<file path="src/sv/mrt_pkg.sv">
// ----------------------------------------------------------------------------
// mrt_pkg
// Shared types and constants of the mesh route table.
// ----------------------------------------------------------------------------
package mrt_pkg;

  localparam int MAX_NODES_DEF = 32;
  localparam logic [31:0] MS_PER_MIN = 32'd60000;

  localparam logic [1:0] CMD_DATA     = 2'd0;
  localparam logic [1:0] CMD_ANNOUNCE = 2'd1;
  localparam logic [1:0] CMD_SWEEP    = 2'd2;
  localparam logic [1:0] CMD_QUERY    = 2'd3;

  localparam logic [2:0] ST_OK      = 3'd0;
  localparam logic [2:0] ST_OWN     = 3'd1;
  localparam logic [2:0] ST_BETTER  = 3'd2;
  localparam logic [2:0] ST_WORSE   = 3'd3;
  localparam logic [2:0] ST_UPDATED = 3'd4;
  localparam logic [2:0] ST_BADADDR = 3'd5;

  localparam logic [1:0] REG_OWN   = 2'd0;
  localparam logic [1:0] REG_TTL   = 2'd1;
  localparam logic [1:0] REG_MIN   = 2'd2;
  localparam logic [1:0] REG_BCAST = 2'd3;

  typedef enum logic [2:0] {
    S_IDLE, S_READ, S_EXEC, S_SWEEP, S_OUT
  } state_t;

  typedef struct packed {
    logic start;      // latch transaction, issue reads
    logic exec;       // evaluate the latched transaction
    logic sweep_rd;   // issue read of sweep entry
    logic sweep_ev;   // evaluate sweep entry
    logic out_valid;
  } ctrl_t;

  typedef struct packed {
    logic is_sweep;
    logic sweep_last;
  } stat_t;

endpackage

</file>
<file path="src/sv/mesh_route_table_top.sv">
// ----------------------------------------------------------------------------
// mesh_route_table_top
// Distance-vector route table with data, announce, sweep and query commands.
// ----------------------------------------------------------------------------
// Channel  Direction  Handshake          Contents
// in_      input      in_valid/in_stall  command and packet fields
// out_     output     out_valid/out_stall status and route fields
// cfg_     input      cfg_valid/cfg_ready register index and data
//
// Data, announce and query pass through read and evaluate states before the
// result is offered; the next transaction can be accepted once it is taken.
// An age sweep reads one entry per cycle and offers its result once the last
// entry is evaluated. One transaction is in flight; the input stalls until
// its result is taken, so a stalled result holds off the next transaction.
// Reset restores the register defaults and marks only the own entry active.
module mesh_route_table_top import mrt_pkg::*; #(
  parameter int MAX_NODES = MAX_NODES_DEF
) (
  input  logic        clk,
  input  logic        rst_n,
  input  logic        in_valid,
  output logic        in_stall,
  input  logic [1:0]  in_command,
  input  logic [7:0]  in_sender,
  input  logic [7:0]  in_last_node,
  input  logic [7:0]  in_destination,
  input  logic [7:0]  in_ttl,
  input  logic [7:0]  in_packet_id,
  input  logic signed [15:0] in_rssi,
  input  logic [31:0] in_now_ms,
  output logic        out_valid,
  input  logic        out_stall,
  output logic [2:0]  out_status,
  output logic [7:0]  out_next_hop,
  output logic [7:0]  out_hop_count,
  output logic signed [15:0] out_link_rssi,
  output logic        out_is_active,
  output logic [7:0]  out_removed_count,
  input  logic        cfg_valid,
  output logic        cfg_ready,
  input  logic [1:0]  cfg_index,
  input  logic [7:0]  cfg_data
);
  ctrl_t ctrl;
  stat_t stat;

  assign cfg_ready = 1'b1;

  mrt_ctrl u_ctrl (.clk, .rst_n, .in_valid, .in_stall, .out_stall, .out_valid,
    .stat, .ctrl);

  mrt_datapath #(.MAX_NODES(MAX_NODES)) u_dp (.clk, .rst_n, .ctrl, .stat,
    .cfg_we(cfg_valid), .cfg_idx(cfg_index), .cfg_val(cfg_data),
    .in_command, .in_sender, .in_last_node, .in_destination, .in_ttl,
    .in_packet_id, .in_rssi, .in_now_ms, .out_status, .out_next_hop,
    .out_hop_count, .out_link_rssi, .out_is_active, .out_removed_count);
endmodule

</file>
<file path="src/sv/mrt_ram.sv">
// ----------------------------------------------------------------------------
// mrt_ram
// Generic single write port, single read port RAM with registered read.
// ----------------------------------------------------------------------------
module mrt_ram #(
  parameter int WIDTH = 8,
  parameter int DEPTH = 32
) (
  input  logic                     clk,
  input  logic                     we,
  input  logic [$clog2(DEPTH)-1:0] waddr,
  input  logic [WIDTH-1:0]         wdata,
  input  logic [$clog2(DEPTH)-1:0] raddr,
  output logic [WIDTH-1:0]         rdata
);
  logic [WIDTH-1:0] mem [DEPTH];

  always_ff @(posedge clk) begin
    if (we) mem[waddr] <= wdata;
    rdata <= mem[raddr];
  end
endmodule

</file>
<file path="src/sv/mrt_datapath.sv">
// ----------------------------------------------------------------------------
// mrt_datapath
// Route table storage, command evaluation and result register.
// ----------------------------------------------------------------------------
module mrt_datapath import mrt_pkg::*; #(
  parameter int MAX_NODES = MAX_NODES_DEF
) (
  input  logic        clk,
  input  logic        rst_n,
  input  ctrl_t       ctrl,
  output stat_t       stat,
  input  logic        cfg_we,
  input  logic [1:0]  cfg_idx,
  input  logic [7:0]  cfg_val,
  input  logic [1:0]  in_command,
  input  logic [7:0]  in_sender,
  input  logic [7:0]  in_last_node,
  input  logic [7:0]  in_destination,
  input  logic [7:0]  in_ttl,
  input  logic [7:0]  in_packet_id,
  input  logic signed [15:0] in_rssi,
  input  logic [31:0] in_now_ms,
  output logic [2:0]  out_status,
  output logic [7:0]  out_next_hop,
  output logic [7:0]  out_hop_count,
  output logic signed [15:0] out_link_rssi,
  output logic        out_is_active,
  output logic [7:0]  out_removed_count
);
  localparam int AW = $clog2(MAX_NODES);
  localparam int IW = 56; // heard(32) hops id next

  logic [7:0] own_r, sttl_r, imin_r, bcast_r;
  logic [MAX_NODES-1:0] act_r;
  logic [1:0]  cmd_r;
  logic [7:0]  snd_r, lst_r, dst_r, pid_r, hops_r;
  logic [15:0] rs_r;
  logic [31:0] now_r;
  logic [AW-1:0] scnt_r;
  logic [7:0]  rem_r;
  logic [39:0] limit_r;

  // Two RAM copies give the sender/destination and last-node reads at once.
  logic [IW-1:0] a_raw, b_raw, a_rd, b_rd, wr_d;
  logic [15:0] ra_raw, ra_rd, rw_d;
  logic [AW-1:0] a_addr, b_addr, w_addr;
  logic we_i, we_r;

  // Entries never written since reset read as zero.
  logic [MAX_NODES-1:0] vi_r, vr_r;
  logic va_r, vb_r, vra_r;

  // Merged info write port: the sender write of a data packet comes in the cycle
  // after the last-node write.
  logic [AW-1:0] wa_m;
  logic [IW-1:0] wd_m;
  logic we_m;

  function automatic logic ok(input logic [7:0] a);
    return a >= 8'd1 && {24'd0, a} <= MAX_NODES;
  endfunction

  function automatic logic [AW-1:0] ix(input logic [7:0] a);
    logic [7:0] t;
    t = a - 8'd1;
    return t[AW-1:0];
  endfunction

  logic [7:0] key_a;
  assign key_a = ctrl.start ? ((in_command == CMD_QUERY) ? in_destination : in_sender)
                            : ((cmd_r == CMD_QUERY) ? dst_r : snd_r);
  // While sweeping, the entry after the one being evaluated is fetched.
  assign a_addr = ctrl.sweep_ev ? scnt_r + 1'b1 : (ctrl.sweep_rd ? scnt_r : ix(key_a));
  assign b_addr = ix(ctrl.start ? in_last_node : lst_r);

  mrt_ram #(.WIDTH(IW), .DEPTH(MAX_NODES)) u_ia (.clk, .we(we_m), .waddr(wa_m),
    .wdata(wd_m), .raddr(a_addr), .rdata(a_raw));
  mrt_ram #(.WIDTH(IW), .DEPTH(MAX_NODES)) u_ib (.clk, .we(we_m), .waddr(wa_m),
    .wdata(wd_m), .raddr(b_addr), .rdata(b_raw));
  mrt_ram #(.WIDTH(16), .DEPTH(MAX_NODES)) u_ra (.clk, .we(we_r), .waddr(w_addr),
    .wdata(rw_d), .raddr(a_addr), .rdata(ra_raw));

  assign a_rd = va_r ? a_raw : '0;
  assign b_rd = vb_r ? b_raw : '0;
  assign ra_rd = vra_r ? ra_raw : '0;

  // Field split of an info word.
  logic [31:0] a_ht;
  logic [7:0]  a_hp, a_id, a_nh;
  logic [7:0]  b_hp, b_id, b_nh;
  assign {a_ht, a_hp, a_id, a_nh} = a_rd;
  assign b_hp = b_rd[23:16];
  assign b_id = b_rd[15:8];
  assign b_nh = b_rd[7:0];

  logic [AW-1:0] si, li, di;
  assign si = ix(snd_r);
  assign li = ix(lst_r);
  assign di = ix(dst_r);

  logic [2:0] st_n;
  logic [7:0] nh_n, hc_n;
  logic [15:0] rsq_n;
  logic ia_n;
  logic [MAX_NODES-1:0] act_nxt;
  logic [31:0] age;

  assign age = now_r - a_ht;
  assign stat.is_sweep = (cmd_r == CMD_SWEEP);
  assign stat.sweep_last = ({{(32-AW){1'b0}}, scnt_r} == MAX_NODES - 1);

  always_comb begin
    we_i = 1'b0; we_r = 1'b0; w_addr = si; wr_d = a_rd; rw_d = rs_r;
    st_n = ST_OK; nh_n = '0; hc_n = '0; rsq_n = '0; ia_n = 1'b0;
    act_nxt = act_r;
    if (ctrl.exec) begin
      case (cmd_r)
        CMD_DATA: begin
          if (!ok(snd_r) || !ok(lst_r)) st_n = ST_BADADDR;
          else if (snd_r == own_r) begin
            st_n = ST_OWN;
            we_i = 1'b1; we_r = 1'b1; w_addr = li; wr_d = {now_r, b_hp, b_id, b_nh};
          end else begin
            we_i = 1'b1; we_r = 1'b1; w_addr = li;
            wr_d = act_r[li] ? {now_r, b_hp, b_id, b_nh} : {now_r, 8'd0, 8'd0, lst_r};
            act_nxt[li] = 1'b1;
          end
        end
        CMD_ANNOUNCE: begin
          if (!ok(snd_r)) st_n = ST_BADADDR;
          else if (pid_r == a_id) begin
            if (hops_r < a_hp || (hops_r == a_hp && $signed(rs_r) > $signed(ra_rd))) begin
              st_n = ST_BETTER; we_i = 1'b1; we_r = 1'b1;
              wr_d = {a_ht, hops_r, a_id, lst_r};
            end else st_n = ST_WORSE;
          end else begin
            st_n = ST_UPDATED; we_i = 1'b1; we_r = 1'b1;
            wr_d = {a_ht, hops_r, pid_r, lst_r};
          end
        end
        CMD_QUERY: begin
          if (dst_r == bcast_r) begin
            nh_n = bcast_r;
            if (ok(dst_r)) begin hc_n = a_hp; rsq_n = ra_rd; ia_n = act_r[di]; end
          end else if (!ok(dst_r)) st_n = ST_BADADDR;
          else begin
            nh_n = act_r[di] ? a_nh : 8'd0; hc_n = a_hp; rsq_n = ra_rd; ia_n = act_r[di];
          end
        end
        default: ;
      endcase
    end
    if (ctrl.sweep_ev) begin
      if (act_r[scnt_r] && ({{(8-AW){1'b0}}, scnt_r} + 8'd1 != own_r) &&
          {8'd0, age} >= limit_r)
        act_nxt[scnt_r] = 1'b0;
    end
  end

  // Sender step of a data packet: done in the cycle after exec (sender entry may
  // be the just-written last-node entry, whose activity is then known).
  logic snd_pend_r;
  logic [MAX_NODES-1:0] act_fin;
  logic we_s;
  always_comb begin
    act_fin = act_nxt;
    we_s = snd_pend_r && hops_r != 8'd0 && !act_r[si];
    if (we_s) act_fin[si] = 1'b1;
    if (cfg_we && cfg_idx == REG_OWN && ok(cfg_val)) act_fin[ix(cfg_val)] = 1'b1;
  end

  logic [IW-1:0] s_word;
  // Sender fields heard_time and rssi are kept; a fresh read is taken in EXEC.
  logic [31:0] s_ht_r;
  assign s_word = {s_ht_r, hops_r, 8'd0, lst_r};

  assign we_m = we_i | we_s;
  assign wa_m = we_s ? si : w_addr;
  assign wd_m = we_s ? s_word : wr_d;

  always_ff @(posedge clk) begin
    if (!rst_n) begin
      own_r <= 8'd1; sttl_r <= 8'd7; imin_r <= 8'd5; bcast_r <= 8'd255;
      act_r <= {{(MAX_NODES-1){1'b0}}, 1'b1};
      vi_r <= '0; vr_r <= '0;
      snd_pend_r <= 1'b0; out_status <= ST_OK;
    end else begin
      act_r <= act_fin;
      if (we_m) vi_r[wa_m] <= 1'b1;
      if (we_r) vr_r[w_addr] <= 1'b1;
      if (cfg_we) begin
        case (cfg_idx)
          REG_OWN: own_r <= cfg_val;
          REG_TTL: sttl_r <= cfg_val;
          REG_MIN: imin_r <= cfg_val;
          REG_BCAST: bcast_r <= cfg_val;
          default: ;
        endcase
      end
      snd_pend_r <= ctrl.exec && cmd_r == CMD_DATA && st_n == ST_OK;
      if (ctrl.exec || ctrl.sweep_ev) out_status <= st_n;
    end
  end

  always_ff @(posedge clk) begin
    va_r <= vi_r[a_addr];
    vb_r <= vi_r[b_addr];
    vra_r <= vr_r[a_addr];
    if (ctrl.start) begin
      cmd_r <= in_command; snd_r <= in_sender; lst_r <= in_last_node;
      dst_r <= in_destination; pid_r <= in_packet_id; rs_r <= in_rssi;
      now_r <= in_now_ms;
      hops_r <= (in_ttl >= sttl_r) ? 8'd0 : sttl_r - in_ttl;
      limit_r <= 40'(imin_r) * 40'(MS_PER_MIN);
      scnt_r <= '0; rem_r <= '0;
    end
    if (ctrl.exec) s_ht_r <= a_ht;
    if (ctrl.sweep_ev) begin
      if (act_nxt[scnt_r] != act_r[scnt_r]) rem_r <= rem_r + 8'd1;
      scnt_r <= scnt_r + 1'b1;
    end
    if (ctrl.exec || ctrl.sweep_ev) begin
      out_next_hop <= nh_n; out_hop_count <= hc_n; out_link_rssi <= rsq_n;
      out_is_active <= ia_n;
      out_removed_count <= (ctrl.sweep_ev && stat.sweep_last) ?
          rem_r + 8'(act_nxt[scnt_r] != act_r[scnt_r]) : 8'd0;
    end
  end
endmodule

</file>
<file path="src/sv/mrt_ctrl.sv">
// ----------------------------------------------------------------------------
// mrt_ctrl
// Sequencer for read, evaluate, sweep and result hand-off.
// ----------------------------------------------------------------------------
module mrt_ctrl import mrt_pkg::*; (
  input  logic  clk,
  input  logic  rst_n,
  input  logic  in_valid,
  output logic  in_stall,
  input  logic  out_stall,
  output logic  out_valid,
  input  stat_t stat,
  output ctrl_t ctrl
);
  state_t state_r, state_nxt;

  always_comb begin
    state_nxt = state_r;
    case (state_r)
      S_IDLE:  if (in_valid) state_nxt = S_READ;
      S_READ:  state_nxt = stat.is_sweep ? S_SWEEP : S_EXEC;
      S_EXEC:  state_nxt = S_OUT;
      S_SWEEP: if (stat.sweep_last) state_nxt = S_OUT;
      S_OUT:   if (!out_stall) state_nxt = S_IDLE;
      default: state_nxt = S_IDLE;
    endcase
  end

  always_comb begin
    ctrl = '0;
    case (state_r)
      S_IDLE:  ctrl.start = in_valid;
      S_READ:  ctrl.sweep_rd = stat.is_sweep;
      S_EXEC:  ctrl.exec = 1'b1;
      S_SWEEP: begin ctrl.sweep_ev = 1'b1; ctrl.sweep_rd = 1'b1; end
      S_OUT:   ctrl.out_valid = 1'b1;
      default: ;
    endcase
  end

  assign in_stall = (state_r != S_IDLE);
  assign out_valid = ctrl.out_valid;

  always_ff @(posedge clk) begin
    if (!rst_n) state_r <= S_IDLE;
    else state_r <= state_nxt;
  end
endmodule

</file>
<file path="config.mk">
export PLATFORM = sky130hd
export DESIGN_NAME = mesh_route_table_top
export DESIGN_NICKNAME = d
export VERILOG_FILES = /design/src/sv/mrt_pkg.sv /design/src/sv/mesh_route_table_top.sv /design/src/sv/mrt_ram.sv /design/src/sv/mrt_datapath.sv /design/src/sv/mrt_ctrl.sv
export SDC_FILE = /design/constraint.sdc
export NUM_CORES = 2
export LEC_CHECK = 0
export ABC_CLOCK_PERIOD_IN_PS = 16650
export BUFFER_PORTS_ARGS = -buffer_cell sky130_fd_sc_hd__buf_4
export CELL_PAD_IN_SITES_DETAIL_PLACEMENT = 1
export CELL_PAD_IN_SITES_GLOBAL_PLACEMENT = 1
export CORE_MARGIN = 2
export CORE_UTILIZATION = 45
export DETAILED_ROUTE_END_ITERATION = 16
export PLACE_DENSITY = 0.75
export SETUP_SLACK_MARGIN = 0.1
export SKIP_LAST_GASP = 1
export SLEW_MARGIN = 20
export SYNTH_ARGS = -nofsm -noshare
export SYNTH_HDL_FRONTEND = slang
export SYNTH_SLANG_ARGS = --single-unit
</file>
<file path="constraint.sdc">
create_clock -name clk -period 16.65 [get_ports clk]
set_input_delay 0 -clock clk [delete_from_list [all_inputs] [get_ports clk]]
set_output_delay 0 -clock clk [all_outputs]
set_load 0.03 [all_outputs]
</file>
==> metrics.txt <==
# TYPE chip_impl_metric gauge
chip_impl_metric{name="global_route.usage.total",unit="%"} 27.1
chip_impl_info{name="critical-path-top-cell-by-count",value="sky130_fd_sc_hd__ha_1"} 1
chip_impl_info{name="worstSetupEndpointType",value="flip-flop"} 1
chip_impl_metric{name="synth_top_area_share",unit="%"} 62.6
chip_impl_metric{name="yosys_warnings",unit=""} 0
chip_impl_metric{name="cell_internal_pwr",unit="mW"} 17.9
chip_impl_metric{name="cts_post_setup_buffers_inserted",unit=""} 0
chip_impl_info{name="cts_root_buf",value="sky130_fd_sc_hd__clkbuf_16"} 1
chip_impl_metric{name="place.gp.congestion",unit=""} 0.879
chip_impl_info{name="post_synth_main_area_contributors",value="sky130_fd_sc_hd__edfxtp_1 63%, sky130_fd_sc_hd__mux4_2 16%, sky130_fd_sc_hd__dfxtp_1 4.1%"} 1
chip_impl_metric{name="synth-simple-area-share",unit="%"} 6.10
chip_impl_metric{name="async_reset_ff_share",unit="%"} 0
chip_impl_metric{name="critical_path_required",unit="ns"} 17.26
chip_impl_metric{name="fin_crit_sh",unit="%"} 52.7
chip_impl_metric{name="max_cap_viol_count",unit=""} 0
chip_impl_metric{name="x_dimension_of_the_die",unit="µm"} 519
chip_impl_metric{name="hold_viol_final",unit=""} 0
chip_impl_metric{name="drc_errors",unit=""} 0
chip_impl_metric{name="drt-vias-per-instance",unit=""} 6.35
chip_impl_metric{name="power_switching_share",unit="%"} 39.3
chip_impl_metric{name="layout-drive-gt1-share",unit="%"} 23.4
chip_impl_metric{name="std_cell_rows",unit=""} 189
chip_impl_metric{name="clock_tree.buffer_depth",unit=""} 4
chip_impl_metric{name="clkSlewWorstSetupHoldPaths",unit="ns"} 0.06
chip_impl_metric{name="synthesis.instances",unit=""} 7254
chip_impl_metric{name="grt_start_max_net_pins",unit=""} 150
chip_impl_info{name="run_status",value="completed"} 1
chip_impl_info{name="holdPathEnd",value="u_dp.lst_r[2]"} 1
chip_impl_metric{name="worst-r2r-setup-slack",unit="ns"} 7.87
chip_impl_info{name="tritoncts",value="yes"} 1
chip_impl_metric{name="clk_latency",unit="ns"} 0.89
chip_impl_metric{name="setup_viol",unit=""} 0
chip_impl_metric{name="cts_max_level",unit=""} 5
chip_impl_metric{name="areaGrowthSynthToFinish",unit="%"} 15.4
chip_impl_metric{name="timing_max_transition_violations_final",unit=""} 0
chip_impl_metric{name="timing.max_slew.rel_slack",unit="%"} 20.4
chip_impl_info{name="min-delay-path-class",value="in -> reg"} 1
chip_impl_metric{name="power.clock.fraction",unit="%"} 22.8
chip_impl_metric{name="ys_seq_area_share",unit="%"} 66.7
chip_impl_metric{name="fp.dieArea",unit="µm²"} 269000
chip_impl_metric{name="tritoncts_buffer_count",unit=""} 299
chip_impl_info{name="synth.cells.most_frequent",value="2486 x sky130_fd_sc_hd__edfxtp_1, 826 x sky130_fd_sc_hd__mux4_2, 625 x sky130_fd_sc_hd__nand2_1"} 1
chip_impl_metric{name="part_of_the_power_in_registers",unit="%"} 29.5
chip_impl_metric{name="fin_tns_setup",unit="ns"} 0
chip_impl_metric{name="placement.io_buffers",unit=""} 150
chip_impl_info{name="reg2reg_to",value="u_dp.out_removed_count[7]"} 1
chip_impl_metric{name="post-dp-hpwl",unit="mm"} 207
chip_impl_info{name="rr_startpoint",value="u_dp.va_r"} 1
chip_impl_metric{name="actual_transition_at_the_worst_max_transition_pin",unit="ns"} 1.19
chip_impl_info{name="synth_flop_cell",value="sky130_fd_sc_hd__edfxtp_1"} 1
chip_impl_metric{name="number_of_antenna_violations_at_the_first_check_in_global_routing",unit=""} 14
chip_impl_metric{name="grt_first_pass_wirelength",unit="mm"} 537
chip_impl_metric{name="grt_pass1_vias",unit=""} 76900
chip_impl_metric{name="final_core_utilization",unit="%"} 52.1
chip_impl_metric{name="design.core.area",unit="µm²"} 264000
chip_impl_info{name="post-synth-top-count-cell",value="sky130_fd_sc_hd__edfxtp_1"} 1
chip_impl_info{name="slowest_stage",value="sky130_fd_sc_hd__a2111oi_4"} 1
chip_impl_metric{name="reg2reg_depth",unit=""} 28
chip_impl_metric{name="routed_wirelength",unit="mm"} 369
chip_impl_info{name="hp-start",value="in_last_node[2]"} 1
chip_impl_metric{name="synth.distinct_cells",unit=""} 98
chip_impl_metric{name="die-height",unit="µm"} 519
chip_impl_metric{name="detailedRoute.firstPassIterationCount",unit=""} 5
chip_impl_info{name="critPathLaunchType",value="flip-flop"} 1
chip_impl_metric{name="synth-compound-area-share",unit="%"} 4.82
chip_impl_metric{name="total_leakage_power",unit="nW"} 46.0
chip_impl_metric{name="worstHoldPathCells",unit=""} 4
chip_impl_metric{name="synth_area_per_cell",unit="µm²"} 16.4
chip_impl_metric{name="route.vias.total",unit=""} 72800
chip_impl_metric{name="number_of_enable_type_register_cells_in_the_synthesized_netlist",unit=""} 2486
chip_impl_metric{name="ys_ff_latch",unit=""} 2733
chip_impl_metric{name="initialDrtViolationCount",unit=""} 9004
chip_impl_metric{name="synth-xor-area-share",unit="%"} 0.734
chip_impl_metric{name="worstPathMaxFanout",unit=""} 33
chip_impl_metric{name="synth.net_count",unit=""} 7538
chip_impl_metric{name="pwr-share-comb",unit="%"} 47.8
chip_impl_metric{name="max_freq",unit="MHz"} 114
chip_impl_metric{name="cp_data_arrival_time",unit="ns"} 9.39
chip_impl_metric{name="post_synth_mux_area_share",unit="%"} 17.6
chip_impl_metric{name="globalRoute.totalOverflow",unit=""} 0
chip_impl_info{name="synth_top_cell_by_area",value="sky130_fd_sc_hd__edfxtp_1"} 1
chip_impl_metric{name="post_drt_wl_per_cell",unit="µm"} 32.3
chip_impl_metric{name="syn_area",unit="µm²"} 119000
chip_impl_metric{name="finalClockSkew",unit="ns"} 0.0700
chip_impl_metric{name="fillerInstances",unit=""} 24600
chip_impl_metric{name="synthAdderAreaFrac",unit="%"} 2.03
chip_impl_info{name="timing.setup.critical_path_class",value="reg -> reg"} 1
chip_impl_metric{name="nNetsFinal",unit=""} 7963
chip_impl_metric{name="initial_utilization",unit="%"} 45.1
chip_impl_metric{name="vdd_ir_drop_max",unit="V"} 0.000390
chip_impl_info{name="setup_repair_after_global_routing_missed_its_margin",value="false"} 1
chip_impl_metric{name="num_io_pins",unit=""} 152
chip_impl_metric{name="cts_num_sinks",unit=""} 2733
chip_impl_info{name="synth_top_family_by_area",value="multiplexers"} 1
chip_impl_metric{name="switching_power",unit="mW"} 11.6
chip_impl_metric{name="post_route_antenna_net_violation_count",unit=""} 0
chip_impl_metric{name="slowest_delay",unit="ns"} 0.93
chip_impl_metric{name="fin_crit",unit="ns"} 8.78
chip_impl_metric{name="power_density",unit="nW/µm²"} 214
==> per-stage QoR <==
| stage | instance area (µm²) | hold slack [ns] | setup slack, ns | std cells | total power [mW] |
|---|---|---|---|---|---|
| global route | 138000 | 0.113 | 7.60 | 11500 | 30.8 |
| finish | 138000 | 0.0916 | 7.87 | 11500 | 29.5 |
| global placement | 125000 | 0.178 | 8.25 | 10700 | 22.4 |
| CTS | 137000 | 0.0456 | 8.19 | 11400 | 29.5 |
| detailed placement | 125000 | 0.180 | 8.21 | 10700 | 22.7 |
| floorplan | 119000 | 0.0989 | 9.71 | 7254 | 18.3 |
==> metal layers <==
metal	global-route usage (%)	vias to the layer above	wire, µm
li1	-	29400	-
met1	37.0	38600	146000
met2	43.6	3924	176000
met3	5.70	797	34700
met4	8.74	14	12600
met5	0	-	93
==> what timing repair did <==
action / 4_1_cts / 5_1_grt
endpoints found under the hold margin: 173 / 0
resized for setup: 0 / 0
hold buffers: 210 / 0
==> power by group through the flow <==
stage          clock [mW]  combinational [mW]  sequential [mW]
6_report             6.72                14.1             8.70
4_1_cts              6.78                14.1             8.69
5_1_grt              7.01                15.1             8.71
3_3_place_gp            0                13.6             8.81
3_5_place_dp            0                13.9             8.82
2_1_floorplan           0                9.54             8.77
==> layout make-up <==
class | instances | area (µm²) | share of cell area [%]
inverter | 147 | 557 | 0.405
tap | 3533 | 4420 | 3.21
sequential | 2733 | 79600 | 57.8
timing repair buffer | 564 | 4940 | 3.59
clock inverter | 125 | 1360 | 0.986
clock buffer | 415 | 8410 | 6.11
multi-input combinational | 3934 | 38300 | 27.9
antenna | 1 | 2.50 | 0.00182
==> state kept, by name (all words and copies together), names as in the netlist, 19 cells and up <==
signal,count
u_dp.act_r,32
u_dp.u_ib.mem,1792
u_dp.vr_r,32
u_dp.u_ra.mem,512
u_dp.vi_r,32
u_dp.u_ia.rdata,56
u_dp.now_r,32
u_dp.limit_r,19
u_dp.u_ib.rdata,24
u_dp.s_ht_r,32
==> worst max path at each step <==
stage,startpoint,to,slack (ns),cells past startpoint
global placement,u_dp.va_r,u_dp.out_removed_count[7],8.25,31
global route,u_dp.va_r,u_dp.out_removed_count[7],7.60,31
floorplan,u_dp.va_r,u_dp.out_removed_count[7],9.71,35
finish,u_dp.va_r,u_dp.out_removed_count[7],7.87,28
detailed placement,u_dp.va_r,u_dp.out_removed_count[7],8.21,28
CTS,u_dp.va_r,u_dp.out_removed_count[7],8.19,28
==> cell usage in the layout, fill, tap and decap left out, types with 31 or more instances in the layout <==
master,synthesis,layout
sky130_fd_sc_hd__mux4_2,826,826
sky130_fd_sc_hd__edfxtp_1,2486,2486
sky130_fd_sc_hd__o211ai_1,98,98
sky130_fd_sc_hd__o31ai_1,36,35
sky130_fd_sc_hd__dlygate4sd3_1,0,210
sky130_fd_sc_hd__buf_4,2,340
sky130_fd_sc_hd__xnor2_1,75,72
sky130_fd_sc_hd__nand3_1,168,168
sky130_fd_sc_hd__clkbuf_16,0,311
sky130_fd_sc_hd__nor2_1,607,568
sky130_fd_sc_hd__mux2_2,71,71
sky130_fd_sc_hd__o21ai_0,256,252
sky130_fd_sc_hd__clkinv_2,0,32
sky130_fd_sc_hd__clkinv_1,2,46
sky130_fd_sc_hd__o21a_1,61,61
sky130_fd_sc_hd__nor3_1,92,59
sky130_fd_sc_hd__mux2i_1,146,146
sky130_fd_sc_hd__a21boi_0,31,31
sky130_fd_sc_hd__a21o_1,35,33
sky130_fd_sc_hd__a21oi_1,202,167
sky130_fd_sc_hd__o21ai_1,52,53
sky130_fd_sc_hd__clkbuf_1,247,80
sky130_fd_sc_hd__inv_1,143,142
sky130_fd_sc_hd__nor2_4,0,37
sky130_fd_sc_hd__nand2_1,625,624
sky130_fd_sc_hd__ha_1,155,154
sky130_fd_sc_hd__dfxtp_1,247,246
==> critical path, delay by kind of cell (launching register included) <==
kind            cells  cell delay [ns]
xor+xnor            2             0.31
compound gates     14             4.47
fa+ha+maj           3             0.88
simple gates        9             2.11
flops               1             0.70
==> cells by family after synthesis <==
kind of cell	after synthesis
xor gates and xnor gates	100
adders and majority gates	179
other	1
DFF	2733
and+or+nand+nor	1690
AOI/OAI and AO/OA	918
buffers and inverters	587
muxes	1046
No activity file was read; power rests on OpenSTA's default activity.
